===== config.mk =====
export PLATFORM = sky130hd
export DESIGN_NAME = median_of_sample_set_core
export DESIGN_NICKNAME = d
export VERILOG_FILES = /design/src/design/mss_pkg.sv /design/src/design/median_of_sample_set_core.sv
export SDC_FILE = /design/constraint.sdc
export NUM_CORES = 1
export LEC_CHECK = 0
export BUFFER_PORTS_ARGS = -buffer_cell sky130_fd_sc_hd__buf_2
export CORE_AREA = 3 3 363 365
export DETAILED_ROUTE_END_ITERATION = 12
export DIE_AREA = 0 0 366 368
export GPL_TIMING_DRIVEN = 0
export PLACE_DENSITY = 0.59
export SLEW_MARGIN = 15
export SYNTH_ARGS = -nofsm -noshare
export SYNTH_HDL_FRONTEND = slang
export SYNTH_SLANG_ARGS = --single-unit
export TNS_END_PERCENT = 100

===== constraint.sdc =====
create_clock -name clk -period 4.26 [get_ports clk]
set_clock_uncertainty 0.15 [all_clocks]
set_input_delay 0.213 -clock clk [delete_from_list [all_inputs] [get_ports clk]]
set_output_delay 0.213 -clock clk [all_outputs]
set_load 0.01 [all_outputs]

===== src/design/mss_pkg.sv =====
// ----------------------------------------------------------------------------
// mss_pkg: shared types and constants for the median-of-sample-set block
// Holds the payload structs of both channels and the size constants.
// ----------------------------------------------------------------------------
package mss_pkg;

	localparam int SAMPLE_BITS = 16;
	localparam int MAX_SAMPLES = 64;
	localparam int COUNT_BITS  = 7;

	typedef struct packed {
		logic signed [SAMPLE_BITS-1:0] sample;
		logic                          last;
	} item_t;

	typedef struct packed {
		logic signed [SAMPLE_BITS:0] median_x2;
		logic [COUNT_BITS-1:0]       sample_count;
		logic                        overflow;
	} result_t;

endpackage


===== src/design/median_of_sample_set_core.sv =====
// ----------------------------------------------------------------------------
// median_of_sample_set_core: streaming median by insertion sort
// Sorts a set of signed samples into a memory and returns twice its median.
// ----------------------------------------------------------------------------
// Usage:
//   item channel   : one sample per transfer, last marks the end of a set.
//   result channel : one transfer per set, carrying twice the median (the
//                    sum of the middle pair for an even count), the number
//                    of samples kept and an overflow flag.
// Each kept sample is inserted in ascending order into a single-port-read,
// single-port-write memory with a registered read port. Insertion walks
// down from the top of the set, one shifted entry per cycle; the shift
// loop runs through the memory read port.
// After the last sample two more reads fetch the middle pair; the result is
// registered in state ST_MB, after states ST_MRD and ST_MA.
// Samples that arrive with the memory full are dropped and flagged.
// The output register lets the next set start loading while a result waits;
// a new result waits in its final state until the previous one is taken.
// Reset clears the fill count, the overflow flag and the result valid; the
// memory is not cleared, as only entries below the fill count are read.
// ----------------------------------------------------------------------------
module median_of_sample_set_core #(
	parameter int MAX_SAMPLES = mss_pkg::MAX_SAMPLES
) (
	input  logic            clk,
	input  logic            arst_n,
	input  logic            item_valid,
	output logic            item_ready,
	input  mss_pkg::item_t  item,
	output logic            result_valid,
	input  logic            result_ready,
	output mss_pkg::result_t result
);

	localparam int SB    = mss_pkg::SAMPLE_BITS;
	localparam int CNT_W = $clog2(MAX_SAMPLES + 1);
	localparam int AW    = (MAX_SAMPLES > 1) ? $clog2(MAX_SAMPLES) : 1;

	localparam logic [2:0] ST_IDLE  = 3'd0;
	localparam logic [2:0] ST_SHIFT = 3'd1;
	localparam logic [2:0] ST_PLACE = 3'd2;
	localparam logic [2:0] ST_MRD   = 3'd3;
	localparam logic [2:0] ST_MA    = 3'd4;
	localparam logic [2:0] ST_MB    = 3'd5;

	logic [2:0]             state_q;
	logic [CNT_W-1:0]       count_q;
	logic [CNT_W-1:0]       pos_q;
	logic                   drop_q;
	logic signed [SB-1:0]   v_q;
	logic                   last_q;
	logic signed [SB-1:0]   a_q;
	logic signed [SB-1:0]   rd_q;
	logic                   rv_q;
	mss_pkg::result_t       res_q;

	logic signed [SB-1:0]   sample_store [MAX_SAMPLES];

	logic                   we;
	logic [AW-1:0]          wa;
	logic signed [SB-1:0]   wd;
	logic [AW-1:0]          ra;
	logic                   accept;
	logic                   full;
	logic [CNT_W-1:0]       half;
	logic [CNT_W-1:0]       pos_m1;
	logic [CNT_W-1:0]       pos_m2;
	logic [CNT_W-1:0]       cnt_m1;
	logic [CNT_W-1:0]       half_m1;
	logic                   greater;

	assign item_ready   = (state_q == ST_IDLE);
	assign accept       = item_valid && item_ready;
	assign full         = (count_q == CNT_W'(MAX_SAMPLES));
	assign half         = count_q >> 1;
	assign half_m1      = half - CNT_W'(1);
	assign pos_m1       = pos_q - CNT_W'(1);
	assign pos_m2       = pos_q - CNT_W'(2);
	assign cnt_m1       = count_q - CNT_W'(1);
	assign greater      = (rd_q > v_q);
	assign result_valid = rv_q;
	assign result       = res_q;

	// Memory port control
	always_comb begin
		we = 1'b0;
		wa = '0;
		wd = v_q;
		ra = '0;
		unique case (state_q)
			ST_IDLE: begin
				if (count_q == '0) begin
					we = accept;
					wd = item.sample;
				end else begin
					ra = cnt_m1[AW-1:0];
				end
			end
			ST_SHIFT: begin
				we = 1'b1;
				wa = pos_q[AW-1:0];
				if (greater) begin
					// move the larger entry up one place and look one lower
					wd = rd_q;
					ra = pos_m2[AW-1:0];
				end
			end
			ST_PLACE: begin
				we = 1'b1;
			end
			ST_MRD: begin
				ra = count_q[0] ? half[AW-1:0] : half_m1[AW-1:0];
			end
			ST_MA: begin
				ra = half[AW-1:0];
			end
			ST_MB: begin
				// keep reading the upper middle entry while the result waits
				ra = half[AW-1:0];
			end
			default: begin
				ra = '0;
			end
		endcase
	end

	// Sample memory: one write and one registered read per cycle
	always_ff @(posedge clk) begin
		if (we) begin
			sample_store[wa] <= wd;
		end
		rd_q <= sample_store[ra];
	end

	// Payload registers
	always_ff @(posedge clk) begin
		if (accept) begin
			v_q    <= item.sample;
			last_q <= item.last;
			pos_q  <= count_q;
		end else if (state_q == ST_SHIFT) begin
			pos_q <= pos_m1;
		end
		if (state_q == ST_MA) begin
			a_q <= rd_q;
		end
		if (state_q == ST_MB && (!rv_q || result_ready)) begin
			res_q.median_x2    <= {a_q[SB-1], a_q} + {rd_q[SB-1], rd_q};
			res_q.sample_count <= mss_pkg::COUNT_BITS'(count_q);
			res_q.overflow     <= drop_q;
		end
	end

	// Control
	always_ff @(posedge clk or negedge arst_n) begin
		if (!arst_n) begin
			state_q <= ST_IDLE;
			count_q <= '0;
			drop_q  <= 1'b0;
			rv_q    <= 1'b0;
		end else begin
			// drop the valid once taken, unless a new result replaces it
			if (rv_q && result_ready && state_q != ST_MB) begin
				rv_q <= 1'b0;
			end
			unique case (state_q)
				ST_IDLE: begin
					if (accept) begin
						if (full) begin
							// drop the sample, keep the set
							drop_q <= 1'b1;
							if (item.last) begin
								state_q <= ST_MRD;
							end
						end else if (count_q == '0) begin
							count_q <= CNT_W'(1);
							if (item.last) begin
								state_q <= ST_MRD;
							end
						end else begin
							state_q <= ST_SHIFT;
						end
					end
				end
				ST_SHIFT: begin
					if (greater) begin
						if (pos_q == CNT_W'(1)) begin
							state_q <= ST_PLACE;
						end
					end else begin
						count_q <= count_q + CNT_W'(1);
						state_q <= last_q ? ST_MRD : ST_IDLE;
					end
				end
				ST_PLACE: begin
					count_q <= count_q + CNT_W'(1);
					state_q <= last_q ? ST_MRD : ST_IDLE;
				end
				ST_MRD: begin
					state_q <= ST_MA;
				end
				ST_MA: begin
					state_q <= ST_MB;
				end
				ST_MB: begin
					// hold until the output register is free
					if (!rv_q || result_ready) begin
						rv_q    <= 1'b1;
						count_q <= '0;
						drop_q  <= 1'b0;
						state_q <= ST_IDLE;
					end
				end
				default: begin
					state_q <= ST_IDLE;
				end
			endcase
		end
	end

endmodule


==> results of run 1 <==
==> critical path, cell delays in order, from the launching register on <==
cell      delay, ns
edfxtp_1       0.38
inv_1          0.06
ha_1           0.36
a21oi_2        0.15
nand2_1        0.09
a221o_1        0.46
o31ai_4        0.23
buf_4          0.19
a211oi_4       0.10
o22ai_4        0.23
buf_12         0.16
buf_2          0.35
clkbuf_4       0.37
a221oi_1       0.09
nor4_1         0.59
nor4_4         0.15
==> sequential cells by signal, indices dropped and copies added (netlist names), 3 cells and up <==
signal	cells
sample_store	1024
state_q	3
pos_q	7
count_q	7
a_q	16
result	25
rd_q	16
v_q	16
==> stage by stage <==
stage	worst slack (ns)	instance area [µm²]	setup TNS, ns	utilization [%]	instances
2_1_floorplan	0.366	45100	0	-	2876
3_3_place_gp	-1.62	47500	-1414.12	36.8	4665
3_5_place_dp	-1.39	48800	-236.11	37.8	4735
4_1_cts	-0.0992	54100	-0.849	41.9	4994
5_1_grt	-0.0978	56000	-1.13	43.4	5017
6_report	-0.0280	56000	-0.0280	43.4	5019
==> worst paths after layout <==
path | from | to | slack (ns) | cells after the start
max | v_q[14] | rd_q[14] | -0.03 | 15
min | item[4] | v_q[3] | 0.13 | 2
max reg2reg | v_q[14] | rd_q[14] | -0.03 | 15
min reg2reg | count_q[5] | result[6] | 0.29 | 0
max in group asynchronous | arst_n | count_q[0] | 3.10 | 3
min in group asynchronous | arst_n | state_q[2] | 0.46 | 3
==> per-layer routing <==
layer | vias up | global-route usage, % | wire, µm
li1 | 12000 | - | -
met1 | 14300 | 26.4 | 55600
met2 | 1470 | 30.7 | 62500
met3 | 250 | 3.62 | 12500
met4 | 0 | 6.48 | 5110
met5 | - | 0 | 0
==> timing repair <==
action                     in CTS  in global routing
cloned                          6                  3
pin swaps                      29                 51
buffers inserted               20                 21
hold endpoints to repair       33                  0
hold buffers                   21                  0
gates resized for setup       285                357
setup endpoints to repair     797                874
==> final cells by class <==
cell class                 count  area [µm²]
tap                         1742        2180
fill                       11400       73100
buffer                       176        1670
timing repair inverter         6        41.3
clock buffer                 157        3150
inverter                      58         299
clock inverter                56         457
timing repair buffer         182        1980
sequential                  1117       33300
multi-input combinational   1523       12900
antenna                        2        5.00
==> cells in the final DEF, fill, tap and decap left out, drive strengths merged, types with 11 or more instances in the layout <==
cell,Yosys,routed
a211oi,15,15
a22o,11,11
dfxtp,16,16
clkinv,1,46
nand3,16,16
bufinv,0,11
nor2,100,100
o21ai,36,36
a22oi,20,20
nand2,289,289
nor4,29,29
mux2i,294,294
a221oi,160,160
a21oi,241,241
o221ai,16,16
clkbuf,68,229
a221o,14,14
ha,41,41
buf,110,265
a222oi,16,16
or4,22,22
o22ai,47,47
xnor2,14,14
inv,57,55
a2111oi,22,22
nor3,36,36
dfrtp,12,12
dlygate4sd3,0,21
edfxtp,1089,1089
==> cells by family (layout without fill, tap and decap cells) <==
kind of cell	Yosys count	in the layout
DFF	1117	1117
AOI/OAI and AO/OA	629	629
and+or+nand+nor	535	535
muxes	294	294
buffers and inverters	236	635
adders and majority gates	42	42
xor gates and xnor gates	23	23
other	0	2
==> flow_summary.toml, run 1 <==
[floorplanning]
fp.dieH_um = 368
fp-row-count = 132
ios = 48
core-area_um2 = 129000
die_w_um = 366
die_area_um2 = 135000
initial_utilization_pct = 34.9

[setup_path]
cp-end-kind = "flip-flop"
start_kind = "flip-flop"
worstPathArrival_ns = 4.66
crit_type = "flip-flop to flip-flop"
critPathRequiredTime_ns = 4.63
path_max_fanout = 10

[clocking]
cts_buffer_depth = 3
cts_buffers = 115
cts.sinks = 1117
cts.clk_slew.worst_paths_ns = 0.06
cts_max_level = 3
cts_tree = "built"
clock-root-buffer = "clkbuf_16"
clk_latency_ns = 0.71

[sta]
layout_setup_ws_ns = -0.0280
tightest_slew_ns = 1.22
timing.fmax_mhz = 233
drv_slew = 0
fin_crit_ns = 4.29
rsz0062_at_grt = "yes"
hold_ws_ns = 0.134
relSlewSlack_pct = 18.2
finalCritPeriodShare_pct = 101
finalSetupViolations = 1
hold_viol_final = 0

[synth]
synthAdderAreaFrac_pct = 1.18
synth_warnings = 0
yosys_register_bits = 1117
syn_avg_cell_area_um2 = 15.7
postSynth.asyncResetShare_pct = 1.07
synth_edf_count = 1089
seq_area_frac_synth_pct = 73.9
ys_types = 78
synth-simple-area-share_pct = 5.44
muxShareOfSynthArea_pct = 6.53
netlist_area_um2 = 45100
post-synth-top-count-cell = "edfxtp_1"
synth_compound_area_share_pct = 9.77
synth_xor_area_share_pct = 0.447
netlist_top_cells_area = "edfxtp_1, mux2i_1, a221oi_1, a21oi_1, nand2_1"
synthCells = 2876
syn_nets = 2939
synth_top_cell_by_area = "edfxtp_1"
synthTopCellsByCount = "edfxtp_1, mux2i_1, nand2_1, a21oi_1, a221oi_1"
synth_top_area_share_pct = 72.5
synth_top_family_by_area = "compound AO/OA/AOI/OAI gates"
synth_flop_cell = "edfxtp_1"

[placed_design]
gp_congestion = 0.883
dp_hpwl_um = 90100
port_buffers = 47

[global_route]
grt_pass1_vias = 26800
grt_usage_pct = 19.2
grt_first_pass_wirelength_um = 191000
grt_remaining_overflow = 0
grt_antenna_before_repair = 0
grt_max_degree = 65

[cells_and_area]
final_nets = 3242
syn2layout_area_growth_pct = 24.2
drive_gt1_share_pct = 25.9

[outcome]
violations = "setup timing"
status = "finished with violations"

[detailed_routing]
viasPerCell = 5.60
first_pass_iters = 7
routed_wirelength_um = 136000
drt_iter0_drc = 3522
wl_per_cell_um = 27.0
antenna_left = 0
drt_drc_violations_left = 0
via_count = 28100

[worst_hold_path]
hold_class = "input port to flip-flop"

[run]
max_cap_violations = 0
Power of run 1 is left out: the tool's default activity adds up to more than one toggle a clock period on the data nets, which glitch-free logic cannot reach.
==> run 2, diff against run 1 <==
--- a/config.mk
+++ b/config.mk
@@ -5,10 +5,11 @@
 export SDC_FILE = /design/constraint.sdc
 export NUM_CORES = 1
 export LEC_CHECK = 0
+export ABC_AREA = 1
 export BUFFER_PORTS_ARGS = -buffer_cell sky130_fd_sc_hd__buf_2
-export CORE_AREA = 3 3 363 365
+export CORE_AREA = 3 3 379 381
 export DETAILED_ROUTE_END_ITERATION = 12
-export DIE_AREA = 0 0 366 368
+export DIE_AREA = 0 0 382 384
 export GPL_TIMING_DRIVEN = 0
 export PLACE_DENSITY = 0.59
 export SLEW_MARGIN = 15
==> run 2 against run 1 <==
Effect of this change: the flow now finishes without violations; setup slack better by 0.080 ns; fmax grew 1.9%; first-iteration DRC count is 17% higher; die area is 8.9% higher; wire length is 12% higher; largest cell class unchanged; highest routed layer unchanged.
==> flow_summary.toml, run 2 <==
[outcome]
status = "finished clean"

[setup_path]
cpMaxStageDelayCell = "dfxtp_1"
path_max_fanout = 10
worstPathArrival_ns = 4.62
slowest_delay_ns = 0.47
cp.depth = 17
cp_top_family = "simple AND/OR/NAND/NOR gates"
crit_chain = "ha_1 > a21oi_1 > nand2_1 > a21oi_2 > nand2_1 > a21oi_2 > nand3_4 > nor2_1 > nor2_1 > inv_1 > clkbuf_4 > buf_2 > nand3_1 > nand3_1 > nand3_1 > nand3_1 > nand2_1"
cp-end-kind = "flip-flop"
rr_worst_depth = 17
timing.rr.end = "rd_q[6]"
critical_path_buf_inv_count = 3
reg2reg_slack_ns = 0.05
crit_type = "flip-flop to flip-flop"
start_kind = "flip-flop"
path_common_cell = "nand3_1"
reg2reg_from = "rd_q[11]"
critPathRequiredTime_ns = 4.68

[floorplanning]
initial_utilization_pct = 34.8
core-area_um2 = 141000
die_w_um = 382
fp-row-count = 138
die_area_um2 = 147000
ios = 48
fp.dieH_um = 384

[cells_and_area]
largest_reg_flops = 1024
syn2layout_area_growth_pct = 17.4
drive_gt1_share_pct = 13.9
final_core_util_pct = 40.9
final_nets = 4901
final_common_cell = "nand2_1"
fin_area_um2 = 57600
largest-register = "sample_store"
final_cell_mix = "nand2_1, edfxtp_1, nand3_1"

[synth]
ys_types = 49
netlist_top_cells_area = "edfxtp_1, nand2_1, nand3_1, inv_1, nand3b_1"
syn_avg_cell_area_um2 = 11.0
syn_nets = 4541
post-synth-top-count-cell = "nand2_1"
synth_top_cell_by_area = "edfxtp_1"
netlist_area_um2 = 49000
yosys_register_bits = 1117
postSynth.asyncResetShare_pct = 1.07
synth_flop_cell = "edfxtp_1"
synthTopCellsByCount = "nand2_1, edfxtp_1, nand3_1, inv_1, nand3b_1"
synthCells = 4478
synth_warnings = 0
synth_edf_count = 1089
synth_top_area_share_pct = 66.7
seq_area_frac_synth_pct = 67.9

[global_route]
grt_remaining_overflow = 0
grt_max_degree = 27
grt_usage_pct = 20.2
grt_first_pass_wirelength_um = 220000
grt_pass1_vias = 33000
grt_antenna_before_repair = 3

[placed_design]
port_buffers = 47
gp_congestion = 0.933
dpl_cell_area_um2 = 53500
dp_hpwl_um = 111000

[worst_hold_path]
worstHoldStart = "item[1]"
whs_endpoint = "v_q[0]"
hold_class = "input port to flip-flop"
min_path_cells = 2

[clocking]
cts.clk_slew.worst_paths_ns = 0.06
cts.sinks = 1117
clock-root-buffer = "clkbuf_16"
cts_buffer_depth = 3
cts_max_level = 3
cts_tree = "built"
clk_latency_ns = 0.71
cts_buffers = 117

[sta]
fin_crit_ns = 4.21
rsz0062_at_grt = "yes"
finalCritPeriodShare_pct = 98.8
finalSetupViolations = 0
final.setup.tns_ns = 0
relSlewSlack_pct = 26.3
timing.fmax_mhz = 238
tightest_slew_ns = 1.10
hold_viol_final = 0
drv_slew = 0

[detailed_routing]
top_layer = "met4"
via_count = 34700
route.met3.wl_um = 14100
wl_per_cell_um = 22.2
drt_drc_violations_left = 0
antenna_left = 0
routed_wirelength_um = 152000
routed-wl-met2_um = 67400
viasPerCell = 5.08
met1Wirelength_um = 63400
first_pass_iters = 6
drt_iter0_drc = 4125

[run]
max_cap_violations = 0
-- run 2: changes by cell type after synthesis, moves of 85 or more --
cell / delta
inv_1: +390
a221oi_1: -159
nand3b_1: +174
nand2_1: +997
mux2i_1: -294
a21oi_1: -213
buf_2: +85
nand3_1: +823
-- run 2: worst max path at each step --
stage               startpoint                  end  slack, ns
floorplan           count_q[0]  sample_store[0][10]      0.007
global placement    count_q[0]  sample_store[24][8]      -4.87
detailed placement  count_q[0]  sample_store[28][4]      -0.50
CTS                   rd_q[11]             rd_q[10]       0.02
global route        count_q[0]             rd_q[10]      -0.03
finish                rd_q[11]              rd_q[6]       0.05
-- run 2: kinds of logic after synthesis --
logic type      synth area share [%]
compound gates                  1.77
flops                           67.9
xor+xnor                       0.429
simple gates                    22.4
fa+ha+maj                       1.09
buf+inv                         6.41
-- run 2: cell type report --
| type | instances | area, µm² |
|---|---|---|
| fillers | 13400 | 83300 |
| flip-flops and latches | 1117 | 33300 |
| multi-input cells | 2652 | 12900 |
| clock buffers | 144 | 3090 |
| well taps | 1890 | 2360 |
| repair buffers | 242 | 2150 |
| inverters | 452 | 1710 |
| plain buffers | 256 | 1510 |
| clock inverters | 67 | 559 |
| diodes | 2 | 5.00 |
-- run 2: through the flow --
step,setup slack [ns],instances,hold WS (ns)
2_1_floorplan,0.00703,4478,-0.233
3_3_place_gp,-4.87,6415,-0.0446
3_5_place_dp,-0.504,6585,-0.0378
4_1_cts,0.0247,6818,0.0993
5_1_grt,-0.0339,6822,0.132
6_report,0.0516,6822,0.136
-- run 2: layer usage --
| metal | global-route usage (%) | vias to the layer above |
|---|---|---|
| met3 | 3.97 | 329 |
| met1 | 27.7 | 16700 |
| li1 | - | 16000 |
| met4 | 8.49 | 0 |
| met2 | 31.5 | 1613 |
| met5 | 0 | - |
-- run 2: what timing repair did --
action	CTS	global route
pin swaps	0	0
setup endpoints to repair	333	52
resized for setup	20	36
endpoints found under the hold margin	86	0
buffers inserted	2	1
hold buffers	21	0
Power of run 2 is left out for the same reason.
